**src/assert_macros.svh**
```systemverilog
// Assertion macros shared by the RTL in this folder.
// No dependencies; include by bare file name.
`ifndef ASSERT_MACROS_SVH
`define ASSERT_MACROS_SVH
`ifndef SYNTHESIS
// Same-cycle implication, masked while reset is asserted.
`define ASSERT_IMP(lbl, clk, rst_n, ante, cons) \
  lbl: assert property (@(posedge clk) disable iff (!(rst_n)) (ante) |-> (cons)) \
    else $error("same-cycle implication violated");
// Next-cycle implication, masked while reset is asserted.
`define ASSERT_NXT(lbl, clk, rst_n, ante, cons) \
  lbl: assert property (@(posedge clk) disable iff (!(rst_n)) (ante) |=> (cons)) \
    else $error("next-cycle implication violated");
`else
`define ASSERT_IMP(lbl, clk, rst_n, ante, cons)
`define ASSERT_NXT(lbl, clk, rst_n, ante, cons)
`endif
`endif

```
**src/i2cm_pkg.sv**
```systemverilog
// Shared types and constants for the I2C master register transfer block.
// No dependencies.
`timescale 1ns / 1ps
package i2cm_pkg;

  localparam int unsigned BUF_DEPTH = 16;
  localparam int unsigned BUF_AW    = $clog2(BUF_DEPTH);
  localparam int unsigned READ_MAX  = 16;

  // Request codes carried in req_type
  localparam logic [1:0] REQ_TICK  = 2'd0;
  localparam logic [1:0] REQ_LOAD  = 2'd1;
  localparam logic [1:0] REQ_WRITE = 2'd2;
  localparam logic [1:0] REQ_READ  = 2'd3;

  typedef struct packed {
    logic [1:0] req_type;
    logic       sda_in;
    logic [7:0] device_addr;
    logic [7:0] register_addr;
    logic [4:0] transfer_length;
    logic [3:0] load_index;
    logic [7:0] load_byte;
  } in_beat_t;

  typedef struct packed {
    logic       scl_level;
    logic       sda_level;
    logic       sda_drive_enable;
    logic       busy_res;
    logic       done_res;
    logic       success;
    logic       read_valid;
    logic [7:0] read_byte;
    logic [3:0] read_index;
  } out_beat_t;

endpackage

```
**src/i2c_master_register_transfer.sv**
```systemverilog
// I2C master register transfer: top level, one pin step per input beat.
// Depends on i2cm_pkg and assert_macros.svh.
`timescale 1ns / 1ps
`include "assert_macros.svh"
//
//  channel | ports                          | direction | carries
//  --------+--------------------------------+-----------+------------------------------
//  input   | in_valid, in_ready, in_data    | into      | one bus tick / load / start
//  result  | out_valid, out_ready, out_data | out of    | pin levels and status per tick
//
// Every accepted input beat yields exactly one result beat, registered and presented in the next cycle.
// The block takes one beat per cycle; the single output register sets the pace,
// so in_ready drops only while a result is held and out_ready is low.
// Reset (rst_n low, synchronous) returns the sequencer to idle with SCL high and
// SDA driven high. The write buffer has no reset; entries read back what was loaded.
// A stalled result holds the whole block: no state moves until the beat is taken.
module i2c_master_register_transfer (
  input  logic               clk,
  input  logic               rst_n,
  input  logic               in_valid,
  output logic               in_ready,
  input  i2cm_pkg::in_beat_t in_data,
  output logic               out_valid,
  input  logic               out_ready,
  output i2cm_pkg::out_beat_t out_data
);

  // Bus sequencer phases; each phase is one pin operation or one idle tick.
  typedef enum logic [4:0] {
    PH_IDLE, PH_START_SDA, PH_START_SCL,
    PH_WB_SDA, PH_WB_SCLH, PH_WB_SCLL, PH_WB_REL, PH_WB_ACKH, PH_WB_SAMPLE,
    PH_WB_DRV, PH_WB_ACKL, PH_WB_DELAY,
    PH_RB_REL, PH_RB_SCLH, PH_RB_SCLL, PH_RB_SETACK, PH_RB_DRV, PH_RB_ACKH,
    PH_RB_ACKL, PH_RB_DELAY,
    PH_MID_SCLH, PH_MID_SDAH, PH_MID_DELAY,
    PH_END_SDAL, PH_STOP_SCLH, PH_STOP_SDAH
  } phase_t;

  // Which byte of the transaction is on the wire
  typedef enum logic [1:0] {ST_ADDR, ST_REG, ST_DATA, ST_RADDR} stage_t;

  phase_t     phase_r,    phase_nxt;
  stage_t     stage_r,    stage_nxt;
  logic [3:0] bit_cnt_r,  bit_cnt_nxt;
  logic [4:0] byte_cnt_r, byte_cnt_nxt;
  logic [7:0] shift_r,    shift_nxt;
  logic [7:0] addr_r,     addr_nxt;
  logic [7:0] reg_r,      reg_nxt;
  logic [4:0] len_r,      len_nxt;
  logic       is_read_r,  is_read_nxt;
  logic       ok_r,       ok_nxt;
  logic       scl_r,      scl_nxt;
  logic       sda_r,      sda_nxt;
  logic       drv_r,      drv_nxt;

  logic                out_valid_r, out_valid_nxt;
  i2cm_pkg::out_beat_t out_data_r,  res_nxt;

  logic [7:0] wbuf_r [i2cm_pkg::BUF_DEPTH];

  logic                       in_acc;
  logic                       load_hit;
  logic                       start_req;
  logic [i2cm_pkg::BUF_AW-1:0] next_idx;
  logic [7:0]                 buf_first;
  logic [7:0]                 buf_next;
  logic [5:0]                 bc_inc;
  logic [4:0]                 len_sat;

  assign in_acc    = in_valid && in_ready;
  assign load_hit  = (in_data.req_type == i2cm_pkg::REQ_LOAD);
  assign start_req = (phase_r == PH_IDLE) &&
                     ((in_data.req_type == i2cm_pkg::REQ_WRITE) ||
                      (in_data.req_type == i2cm_pkg::REQ_READ));

  // Buffer reads see a load made on the same tick.
  assign next_idx  = byte_cnt_r[i2cm_pkg::BUF_AW-1:0] + 1'b1;
  assign buf_first = (load_hit && in_data.load_index == '0) ? in_data.load_byte : wbuf_r[0];
  assign buf_next  = (load_hit && in_data.load_index == next_idx) ?
                     in_data.load_byte : wbuf_r[next_idx];

  assign bc_inc = {1'b0, byte_cnt_r} + 6'd1;

  // Clamp the requested length: reads to 1..READ_MAX, writes to 0..BUF_DEPTH.
  always_comb begin
    len_sat = in_data.transfer_length;
    if (in_data.req_type == i2cm_pkg::REQ_READ) begin
      if (len_sat == '0) len_sat = 5'd1;
      if (len_sat > 5'(i2cm_pkg::READ_MAX)) len_sat = 5'(i2cm_pkg::READ_MAX);
    end else if (len_sat > 5'(i2cm_pkg::BUF_DEPTH)) begin
      len_sat = 5'(i2cm_pkg::BUF_DEPTH);
    end
  end

  // One tick of the sequencer: latch a start, then perform the phase's pin step.
  always_comb begin
    phase_nxt    = phase_r;
    stage_nxt    = stage_r;
    bit_cnt_nxt  = bit_cnt_r;
    byte_cnt_nxt = byte_cnt_r;
    shift_nxt    = shift_r;
    addr_nxt     = addr_r;
    reg_nxt      = reg_r;
    len_nxt      = len_r;
    is_read_nxt  = is_read_r;
    ok_nxt       = ok_r;
    scl_nxt      = scl_r;
    sda_nxt      = sda_r;
    drv_nxt      = drv_r;
    res_nxt      = '0;

    if (start_req) begin
      is_read_nxt  = (in_data.req_type == i2cm_pkg::REQ_READ);
      addr_nxt     = in_data.device_addr & 8'hFE;
      reg_nxt      = in_data.register_addr;
      len_nxt      = len_sat;
      stage_nxt    = ST_ADDR;
      ok_nxt       = 1'b1;
      byte_cnt_nxt = '0;
      phase_nxt    = PH_START_SDA;
    end

    if (phase_nxt != PH_IDLE) begin
      res_nxt.busy_res = 1'b1;
      case (phase_nxt)
        PH_START_SDA: begin
          sda_nxt   = 1'b0;
          phase_nxt = PH_START_SCL;
        end
        PH_START_SCL: begin
          scl_nxt     = 1'b0;
          shift_nxt   = (stage_nxt == ST_RADDR) ? (addr_nxt | 8'h01) : addr_nxt;
          bit_cnt_nxt = '0;
          phase_nxt   = PH_WB_SDA;
        end
        PH_WB_SDA: begin
          sda_nxt   = shift_r[7];
          phase_nxt = PH_WB_SCLH;
        end
        PH_WB_SCLH: begin
          scl_nxt   = 1'b1;
          phase_nxt = PH_WB_SCLL;
        end
        PH_WB_SCLL: begin
          shift_nxt   = {shift_r[6:0], 1'b0};
          scl_nxt     = 1'b0;
          bit_cnt_nxt = bit_cnt_r + 4'd1;
          phase_nxt   = (bit_cnt_nxt >= 4'd8) ? PH_WB_REL : PH_WB_SDA;
        end
        PH_WB_REL: begin
          drv_nxt   = 1'b0;
          phase_nxt = PH_WB_ACKH;
        end
        PH_WB_ACKH: begin
          scl_nxt   = 1'b1;
          phase_nxt = PH_WB_SAMPLE;
        end
        PH_WB_SAMPLE: begin
          ok_nxt    = !in_data.sda_in;
          sda_nxt   = in_data.sda_in;
          phase_nxt = PH_WB_DRV;
        end
        PH_WB_DRV: begin
          drv_nxt   = 1'b1;
          phase_nxt = PH_WB_ACKL;
        end
        PH_WB_ACKL: begin
          scl_nxt   = 1'b0;
          phase_nxt = PH_WB_DELAY;
        end
        PH_WB_DELAY: begin
          if (!ok_r) begin
            phase_nxt = PH_END_SDAL;
          end else begin
            case (stage_r)
              ST_ADDR: begin
                stage_nxt   = ST_REG;
                shift_nxt   = reg_r;
                bit_cnt_nxt = '0;
                phase_nxt   = PH_WB_SDA;
              end
              ST_REG: begin
                if (is_read_r) begin
                  phase_nxt = PH_MID_SCLH;
                end else if (len_r == '0) begin
                  phase_nxt = PH_STOP_SCLH;
                end else begin
                  stage_nxt    = ST_DATA;
                  byte_cnt_nxt = '0;
                  shift_nxt    = buf_first;
                  bit_cnt_nxt  = '0;
                  phase_nxt    = PH_WB_SDA;
                end
              end
              ST_DATA: begin
                byte_cnt_nxt = bc_inc[4:0];
                if (bc_inc >= {1'b0, len_r}) begin
                  phase_nxt = PH_STOP_SCLH;
                end else begin
                  shift_nxt   = buf_next;
                  bit_cnt_nxt = '0;
                  phase_nxt   = PH_WB_SDA;
                end
              end
              default: begin
                byte_cnt_nxt = '0;
                phase_nxt    = PH_RB_REL;
              end
            endcase
          end
        end
        PH_MID_SCLH: begin
          scl_nxt   = 1'b1;
          phase_nxt = PH_MID_SDAH;
        end
        PH_MID_SDAH: begin
          sda_nxt   = 1'b1;
          phase_nxt = PH_MID_DELAY;
        end
        PH_MID_DELAY: begin
          stage_nxt = ST_RADDR;
          phase_nxt = PH_START_SDA;
        end
        PH_RB_REL: begin
          drv_nxt     = 1'b0;
          bit_cnt_nxt = '0;
          phase_nxt   = PH_RB_SCLH;
        end
        PH_RB_SCLH: begin
          scl_nxt   = 1'b1;
          phase_nxt = PH_RB_SCLL;
        end
        PH_RB_SCLL: begin
          shift_nxt   = {shift_r[6:0], in_data.sda_in};
          scl_nxt     = 1'b0;
          bit_cnt_nxt = bit_cnt_r + 4'd1;
          phase_nxt   = (bit_cnt_nxt >= 4'd8) ? PH_RB_SETACK : PH_RB_SCLH;
        end
        PH_RB_SETACK: begin
          // Not-acknowledge on the last byte, acknowledge otherwise
          sda_nxt   = (bc_inc >= {1'b0, len_r});
          phase_nxt = PH_RB_DRV;
        end
        PH_RB_DRV: begin
          drv_nxt   = 1'b1;
          phase_nxt = PH_RB_ACKH;
        end
        PH_RB_ACKH: begin
          scl_nxt   = 1'b1;
          phase_nxt = PH_RB_ACKL;
        end
        PH_RB_ACKL: begin
          scl_nxt   = 1'b0;
          phase_nxt = PH_RB_DELAY;
        end
        PH_RB_DELAY: begin
          res_nxt.read_valid = 1'b1;
          res_nxt.read_byte  = shift_r;
          res_nxt.read_index = byte_cnt_r[3:0];
          byte_cnt_nxt       = bc_inc[4:0];
          phase_nxt          = (bc_inc >= {1'b0, len_r}) ? PH_END_SDAL : PH_RB_REL;
        end
        PH_END_SDAL: begin
          sda_nxt   = 1'b0;
          phase_nxt = PH_STOP_SCLH;
        end
        PH_STOP_SCLH: begin
          scl_nxt   = 1'b1;
          phase_nxt = PH_STOP_SDAH;
        end
        PH_STOP_SDAH: begin
          sda_nxt          = 1'b1;
          res_nxt.done_res = 1'b1;
          res_nxt.success  = ok_r;
          phase_nxt        = PH_IDLE;
        end
        default: begin
          phase_nxt = PH_IDLE;
        end
      endcase
    end

    res_nxt.scl_level        = scl_nxt;
    res_nxt.sda_level        = sda_nxt;
    res_nxt.sda_drive_enable = drv_nxt;
  end

  // Output register: accept a new beat whenever the held result is gone or leaving.
  assign in_ready      = !out_valid_r || out_ready;
  assign out_valid_nxt = in_acc || (out_valid_r && !out_ready);

  always_ff @(posedge clk) begin
    if (!rst_n) begin
      phase_r     <= PH_IDLE;
      stage_r     <= ST_ADDR;
      bit_cnt_r   <= '0;
      byte_cnt_r  <= '0;
      shift_r     <= '0;
      addr_r      <= '0;
      reg_r       <= '0;
      len_r       <= '0;
      is_read_r   <= 1'b0;
      ok_r        <= 1'b1;
      scl_r       <= 1'b1;
      sda_r       <= 1'b1;
      drv_r       <= 1'b1;
      out_valid_r <= 1'b0;
    end else begin
      out_valid_r <= out_valid_nxt;
      if (in_acc) begin
        phase_r    <= phase_nxt;
        stage_r    <= stage_nxt;
        bit_cnt_r  <= bit_cnt_nxt;
        byte_cnt_r <= byte_cnt_nxt;
        shift_r    <= shift_nxt;
        addr_r     <= addr_nxt;
        reg_r      <= reg_nxt;
        len_r      <= len_nxt;
        is_read_r  <= is_read_nxt;
        ok_r       <= ok_nxt;
        scl_r      <= scl_nxt;
        sda_r      <= sda_nxt;
        drv_r      <= drv_nxt;
      end
    end
  end

  // Payload storage: result register and write buffer carry no reset.
  always_ff @(posedge clk) begin
    if (in_acc) begin
      out_data_r <= res_nxt;
      if (load_hit) begin
        wbuf_r[in_data.load_index] <= in_data.load_byte;
      end
    end
  end

  assign out_valid = out_valid_r;
  assign out_data  = out_data_r;

  // A finish beat always belongs to a running transaction.
  `ASSERT_IMP(a_done_busy, clk, rst_n, out_valid && out_data.done_res, out_data.busy_res)
  // Success is only reported together with done.
  `ASSERT_IMP(a_succ_done, clk, rst_n, out_valid && !out_data.done_res, !out_data.success)
  // A start accepted while idle shows up as a busy result on the next beat.
  `ASSERT_NXT(a_start_busy, clk, rst_n, in_acc && start_req, out_valid && out_data.busy_res)
  // A received byte is presented only after the master retook SDA for the ack.
  `ASSERT_IMP(a_rd_drv, clk, rst_n, out_valid && out_data.read_valid,
              out_data.sda_drive_enable && is_read_r)

endmodule
```
**config.mk**
```make
export PLATFORM = sky130hd
export DESIGN_NAME = i2c_master_register_transfer
export DESIGN_NICKNAME = d
export VERILOG_FILES = /design/src/i2cm_pkg.sv /design/src/i2c_master_register_transfer.sv
export VERILOG_INCLUDE_DIRS = /design/src /design/src/src
export SDC_FILE = /design/constraint.sdc
export NUM_CORES = 1
export LEC_CHECK = 0
export ABC_CLOCK_PERIOD_IN_PS = 6100
export BUFFER_PORTS_ARGS = -buffer_cell sky130_fd_sc_hd__buf_2
export CAP_MARGIN = 40
export CORE_MARGIN = 2
export CORE_UTILIZATION = 45
export DETAILED_ROUTE_END_ITERATION = 12
export SLEW_MARGIN = 15
export SYNTH_ARGS = -nofsm -noshare
export SYNTH_HDL_FRONTEND = slang
export SYNTH_SLANG_ARGS = --single-unit
```
**constraint.sdc**
```tcl
create_clock -name clk -period 6.1 [get_ports clk]
set_clock_uncertainty 0.05 [all_clocks]
set_input_delay 0.61 -clock clk [delete_from_list [all_inputs] [get_ports clk]]
set_output_delay 0.61 -clock clk [all_outputs]
set_load 0.05 [all_outputs]
```
==> impl_metrics.tcl, run 1 <==
set metrics [dict create \
    clk_pin_slew_ps 80 \
    status "finished, final reports clean" \
    ys_seq_area_frac 0.587 \
    post-route-period-util 0.520 \
    crit_slowest_cell "a41o_1" \
    r2r_cells 10 \
    dr_wl_met3_um 1230 \
    gp_congestion 0.875 \
    die_area_mm2 0.0217 \
    rows 52 \
    post_cts_buffers 0 \
    grt_pass1_vias 6044 \
    timing.rr.end "shift_r[1]" \
    worstSetupEndpointType "flip-flop" \
    nNetsFinal 834 \
    die_h_um 147 \
    portBuffers 59 \
    wl_met2_um 9820 \
    yosysTopAreaCell "edfxtp_1" \
    final_hold_viol_count 0 \
    hold_end "reg_r[3]" \
    syn_avg_cell_area_um2 12.5 \
    synth_seq_cells 198 \
    max_cap_viol_count 0 \
    synth_ff_type "edfxtp_1" \
    cts_max_path_buffers 2 \
    cp.required_ps 6410 \
    synth-edff-count 147 \
    slowest_delay_ps 560 \
    drtIter0Drc 574 \
    path_cells "buf_4 -> nand3_2 -> xnor2_2 -> ha_1 -> a21oi_1 -> o21ai_1 -> a31oi_1 -> a41o_1 -> o21ai_0 -> a31oi_1" \
    timing.rr.start "byte_cnt_r[0]" \
    pin_count 61 \
    synth_area_mm2 0.00925 \
    rsz0062_at_grt "false" \
    first_pass_iters 6 \
    min_period_ps 3170 \
    p_leak_nw 3.56 \
    cp_max_fo 38 \
    placed_cells 1034 \
    fmax_ghz 0.315 \
    drc 0 \
    totalWireLength_um 20700 \
    crit_type "reg -> reg" \
    yosys_warnings 0 \
    tritoncts "built" \
    p_per_area_mw_per_mm2 267 \
    path_buf_inv 1 \
    cp.arrival_ps 3480 \
    peakVddDrop_mv 0.208 \
    h-tree-depth 4 \
    hp-class "in -> reg" \
    holdBufCountCts 0 \
    highest_layer "met4" \
    clk_latency_ps 430 \
    hp-start "in_data[20]" \
    async_flop_share 0 \
    met1Wirelength_um 9390 \
    crit_path_frequent_cell "a31oi_1" \
    cts_sinks 198 \
    slew_headroom 0.384 \
    cts-root-buf "clkbuf_16" \
    slew_violations 0 \
    crit_path_start_kind "flip-flop" \
    stdcell_count 1065 \
    netlist_instances 740 \
    synth_area_leaders "edfxtp_1, dfxtp_1, mux4_2, nand2_1, nor2_1" \
    synthesis.nets 791 \
    synth_top_area_frac 0.477 \
    grt_max_degree 52 \
    setup_viol 0 \
    routed-via-count 6157 \
    wl_per_cell_um 19.5 \
    path_delay_family "compound AO/OA/AOI/OAI gates" \
    grt_antenna_before_repair 0 \
    diodes 0 \
    dpl.hpwl_um 14500 \
    holdPathStages 3 \
    layout-drive-gt1-share 0.200 \
    cts_resized 0 \
    tightest_slew_ps 923 \
    coreArea_mm2 0.0202 \
    die_x_um 147 \
    crit_cells 10 \
    overflow 0 \
    worst-r2r-setup-slack_ps 2930 \
    synth.distinct_cells 75 \
    via_per_inst 5.78 \
    start_util 0.457 \
    grt_usage 0.197 \
    grt_pass1_wl_um 33400 \
    cts_made_buffers 17 \
    finalSetupTns_ps 0 \
    ant_nets 0 \
    syn2layout_area_growth_pct 11.5 \
]
[metal layers]
layer	up-vias	global-route usage
li1	2889	-
met1	3033	0.280
met2	215	0.318
met3	20	0.0349
met4	0	0.0529
met5	-	0
[cell families (layout without fill, tap and decap cells)]
kind of cell | count (synthesis) | count (layout) | share of synthesized area
AND/OR/NAND/NOR | 236 | 236 | 0.126
flip-flops | 198 | 198 | 0.587
AO/OA/AOI/OAI | 166 | 166 | 0.121
buffers and inverters | 71 | 126 | 0.0333
multiplexers | 49 | 49 | 0.107
adder cells (fa/ha/maj) | 11 | 11 | 0.0149
XOR/XNOR | 9 | 9 | 0.0101
[power breakdown]
group	internal [mW]	switching, mW	leakage, nW	total [mW]
Sequential	1.46	0.0138	1.75	1.48
Clock	0.576	0.519	0.273	1.09
Combinational	0.0559	0.123	1.53	0.179
[cell type report]
| class | instances | area, um^2 |
|---|---|---|
| fillers | 1761 | 9920 |
| flip-flops and latches | 198 | 5440 |
| multi-input cells | 471 | 3510 |
| clock buffers | 18 | 429 |
| repair buffers | 68 | 360 |
| well taps | 270 | 338 |
| clock inverters | 13 | 143 |
| inverters | 27 | 101 |
[tightest hold or removal path, stage by stage]
cell	delay (ps)
buf_2	90
nand2_1	40
a21boi_1	50
[how the worst max path moves through the flow]
stage | start | slack [ps] | to
4_1_cts | byte_cnt_r[0] | 2900 | shift_r[1]
3_3_place_gp | out_ready | 2480 | wbuf_r[2][1]
6_report | byte_cnt_r[0] | 2930 | shift_r[1]
5_1_grt | byte_cnt_r[0] | 2610 | shift_r[1]
2_1_floorplan | out_ready | 2550 | wbuf_r[1][0]
3_5_place_dp | out_ready | 2630 | wbuf_r[10][1]
[synthesized netlist by cell type, types with 3 or more instances]
| cell | n |
|---|---|
| edfxtp_1 | 147 |
| nand2_1 | 77 |
| nor2_1 | 57 |
| dfxtp_1 | 51 |
| mux4_2 | 40 |
| o21ai_0 | 31 |
| a21oi_1 | 25 |
| clkbuf_1 | 25 |
| a31oi_1 | 22 |
| inv_1 | 22 |
| a21boi_1 | 20 |
| nand3_1 | 19 |
| and2_1 | 15 |
| buf_2 | 12 |
| nor3_1 | 12 |
| ha_1 | 11 |
| and3_1 | 10 |
| nor2b_1 | 10 |
| o21ai_1 | 10 |
| o221ai_1 | 9 |
| mux2i_1 | 8 |
| nand2b_1 | 7 |
| o211ai_1 | 6 |
| o21a_1 | 6 |
| xnor2_1 | 6 |
| nand4_1 | 5 |
| inv_2 | 4 |
| nand3b_1 | 4 |
| a211oi_1 | 3 |
| a21o_1 | 3 |
| a22o_1 | 3 |
| buf_4 | 3 |
| o311a_1 | 3 |
| o31ai_1 | 3 |
[state kept, by name (all words and copies together) (netlist names), 2 cells and up]
signal,flops
reg_r,8
stage_r,2
byte_cnt_r,5
out_data,19
phase_r,5
wbuf_r,128
len_r,5
bit_cnt_r,4
addr_r,8
shift_r,8
[cells in the final DEF, fill, tap and decap left out, types with 7 or more instances in the layout]
| cell type | n |
|---|---|
| buf_2 | 60 |
| nand2_1 | 77 |
| buf_4 | 8 |
| o21ai_0 | 31 |
| o221ai_1 | 9 |
| ha_1 | 11 |
| nor2_1 | 57 |
| mux4_2 | 40 |
| nor2b_1 | 10 |
| nand3_1 | 19 |
| a31oi_1 | 22 |
| and2_1 | 15 |
| edfxtp_1 | 147 |
| mux2i_1 | 8 |
| inv_1 | 22 |
| nand2b_1 | 7 |
| o21ai_1 | 10 |
| clkbuf_16 | 17 |
| dfxtp_1 | 50 |
| nor3_1 | 12 |
| a21oi_1 | 25 |
| a21boi_1 | 20 |
| and3_1 | 10 |
[metrics by stage]
stage	worst slack, ps	utilization	total power, mW	cell area, um^2	hold slack [ps]
floorplan	2550	-	1.62	9250	385
CTS	2900	0.510	2.78	10300	344
global placement	2480	0.481	1.68	9730	392
finish	2930	0.510	2.75	10300	364
global route	2610	0.510	2.84	10300	358
detailed placement	2630	0.482	1.69	9750	400
Power figures use the tool's default switching activity.
==> run 2, diff against run 1 <==
--- a/config.mk
+++ b/config.mk
@@ -6,7 +6,8 @@
 export SDC_FILE = /design/constraint.sdc
 export NUM_CORES = 1
 export LEC_CHECK = 0
-export ABC_CLOCK_PERIOD_IN_PS = 6100
+export ABC_AREA = 1
+export ABC_CLOCK_PERIOD_IN_PS = 3140
 export BUFFER_PORTS_ARGS = -buffer_cell sky130_fd_sc_hd__buf_2
 export CAP_MARGIN = 40
 export CORE_MARGIN = 2
==> constraint.sdc (replaced) <==
create_clock -name clk -period 3.14 [get_ports clk]
set_clock_uncertainty 0.05 [all_clocks]
set_input_delay 0.314 -clock clk [delete_from_list [all_inputs] [get_ports clk]]
set_output_delay 0.314 -clock clk [all_outputs]
set_load 0.05 [all_outputs]
==> run 2 against run 1 <==
Compared with the run above:
- area after synthesis is 4.4% higher
- flip-flop and latch count stayed put
- clock power is 120% higher
- critical path type unchanged
==> impl_metrics.tcl, run 2 <==
set metrics [dict create \
    cts_made_buffers 17 \
    met3_usage 0.0355 \
    p_per_area_mw_per_mm2 540 \
    crit_slowest_cell "dfxtp_2" \
    yosys-top-cells-count "nand2_1, nand3_1, edfxtp_1" \
    via_per_inst 5.17 \
    layout-drive-gt1-share 0.114 \
    path_cells "ha_1 -> nand2_1 -> nor2_1 -> xor2_1 -> ha_1 -> a21oi_1 -> nand3_2 -> nand2_1 -> nand2_1 -> nand2_1 -> nand3_1 -> o21ai_0 -> nor2_1" \
    p_switching_mw 1.60 \
    first_pass_iters 5 \
    seq_power_share 0.491 \
    p_int_mw 4.28 \
    grtUsageMet2 0.367 \
    overflow 0 \
    wl_per_cell_um 16.0 \
    fin_util 0.518 \
    slew_violations 0 \
    nNetsFinal 1248 \
    yosys_warnings 0 \
    clk_latency_ps 440 \
    largest_reg_flops 128 \
    synth_top_area_frac 0.457 \
    grt_max_degree 67 \
    syn2layout_area_growth_pct 12.7 \
    ant_nets 0 \
    p_leak_nw 4.49 \
    synth-edff-count 147 \
    coreArea_mm2 0.0210 \
    power_mw 5.88 \
    finalSetupTns_ps 0 \
    ys_seq_area_frac 0.563 \
    drtIter0Drc 422 \
    layout_commonest_cell "nand2_1" \
    tightest_slew_ps 817 \
    cts-root-buf "clkbuf_16" \
    p_sw_frac 0.272 \
    synthesis.nets 1202 \
    finalHoldWorstSlack_ps 39.0 \
    synth_area_leaders "edfxtp_1, nand2_1, dfxtp_1, nand3_1, nor2_1" \
    start_util 0.459 \
    post-route-period-util 0.873 \
    crit_type "reg -> reg" \
    layout_common_cells "nand2_1, nand3_1, edfxtp_1" \
    synthAdderAreaFrac 0.0143 \
    pin_count 61 \
    portBuffers 59 \
    cp_max_fo 12 \
    min_period_ps 2740 \
    totalWireLength_um 23700 \
    p_clk_frac 0.400 \
    status "finished, final reports clean" \
    tritoncts "built" \
    synthSimpleGateAreaFrac 0.296 \
    synth_seq_cells 198 \
    crit_path_start_kind "flip-flop" \
    combPwrFrac 0.110 \
    cts_max_path_buffers 2 \
    max_cap_viol_count 0 \
    die_x_um 151 \
    place_area_mm2 0.0102 \
    h-tree-depth 4 \
    rows 53 \
    die_h_um 151 \
    grt.busiest_layer "met2" \
    grt_usage 0.219 \
    stdcell_count 1485 \
    synth_top_family_by_area "simple AND/OR/NAND/NOR gates" \
    slowest_delay_ps 450 \
    synth_ff_type "edfxtp_1" \
    synth.mux.area_fraction 0 \
    grt_use_met1 0.292 \
    netlist_instances 1151 \
    gp_congestion 0.924 \
    final_hold_viol_count 0 \
    fmax_ghz 0.365 \
    synth.distinct_cells 36 \
    grt_antenna_before_repair 0 \
    yosysMostFrequentCell "nand2_1" \
    drc 0 \
    worstSetupEndpointType "flip-flop" \
    holdBufCountCts 0 \
    die_area_mm2 0.0227 \
    layout_setup_ws_ps 399 \
    rsz0062_at_grt "false" \
    crit_path_frequent_cell "nand2_1" \
    grt_pass1_vias 7154 \
    synth_xor_xnor_area_share 0.00181 \
    slew_headroom 0.453 \
    dpl.hpwl_um 16100 \
    cp.arrival_ps 3020 \
    synth_area_mm2 0.00966 \
    dp_slack_ps 395 \
    cts_sinks 198 \
    fin_area_mm2 0.0109 \
    diodes 0 \
    routed-via-count 7674 \
    peakVddDrop_mv 0.317 \
    grt_pass1_wl_um 37900 \
    placed_cells 1453 \
    async_flop_share 0 \
    synth_compound_area_frac 0.0643 \
    yosysTopAreaCell "edfxtp_1" \
    clk_pin_slew_ps 80 \
    hp-class "in -> reg" \
    syn_avg_cell_area_um2 8.39 \
    setup_viol 0 \
    cp.required_ps 3420 \
    top_register "wbuf_r" \
]
run 2: cell types whose count changed in the layout (fill, tap and decap cells not counted), moves of 11 or more:
cell	before	now
nor2_1	57	130
buf_4	8	19
nand3_1	19	155
a21boi_1	20	0
and2_1	15	0
o21ai_0	31	59
a31oi_1	22	6
a21oi_1	25	44
inv_1	22	90
nand2_1	77	339
nand4_1	5	17
mux4_2	40	0
run 2: final cells by class:
cell class / instances / area (um^2)
Sequential cell: 198 / 5440
Inverter: 101 / 379
Timing Repair Buffer: 78 / 438
Tap cell: 275 / 344
Clock buffer: 17 / 425
Fill cell: 1975 / 10100
Clock inverter: 15 / 226
Multi-Input combinational cell: 801 / 3630
run 2: power by group through the flow:
stage          Sequential (mW)  Clock [mW]  Combinational [mW]
6_report                  2.88        2.35               0.644
5_1_grt                   2.89        2.49               0.722
4_1_cts                   2.88        2.39               0.647
3_5_place_dp              2.94           0               0.644
3_3_place_gp              2.94           0               0.638
2_1_floorplan             2.98           0               0.383
run 2: final timing paths:
kind	from	endpoint	slack, ps	cells after the start
setup / recovery	byte_cnt_r[0]	bit_cnt_r[3]	400	13
hold / removal	in_data[18]	reg_r[1]	40	3
setup reg to reg	byte_cnt_r[0]	bit_cnt_r[3]	400	13
hold reg to reg	addr_r[0]	addr_r[0]	400	2
run 2: timing repair:
item	CTS	global route
setup endpoints to repair	0	1
hold endpoints to repair	0	0
resized for setup	0	1
buffers inserted	0	0
run 2: critical path, delay by kind of cell, from the launching register on:
kind | cells | cell delay, ps
adders and majority gates | 2 | 480
AOI/OAI and AO/OA | 2 | 460
and+or+nand+nor | 8 | 960
xor gates and xnor gates | 1 | 230
DFF | 1 | 450
run 2: routing by layer:
layer	share of wire	vias to the layer above
li1	-	3927
met1	0.45	3513
met2	0.48	200
met3	0.052	34
met4	0.020	0
met5	0	-
run 2: kinds of logic after synthesis:
| logic type | after synthesis |
|---|---|
| DFF | 198 |
| xor gates and xnor gates | 2 |
| buffers and inverters | 152 |
| and+or+nand+nor | 670 |
| adders and majority gates | 11 |
| AOI/OAI and AO/OA | 118 |
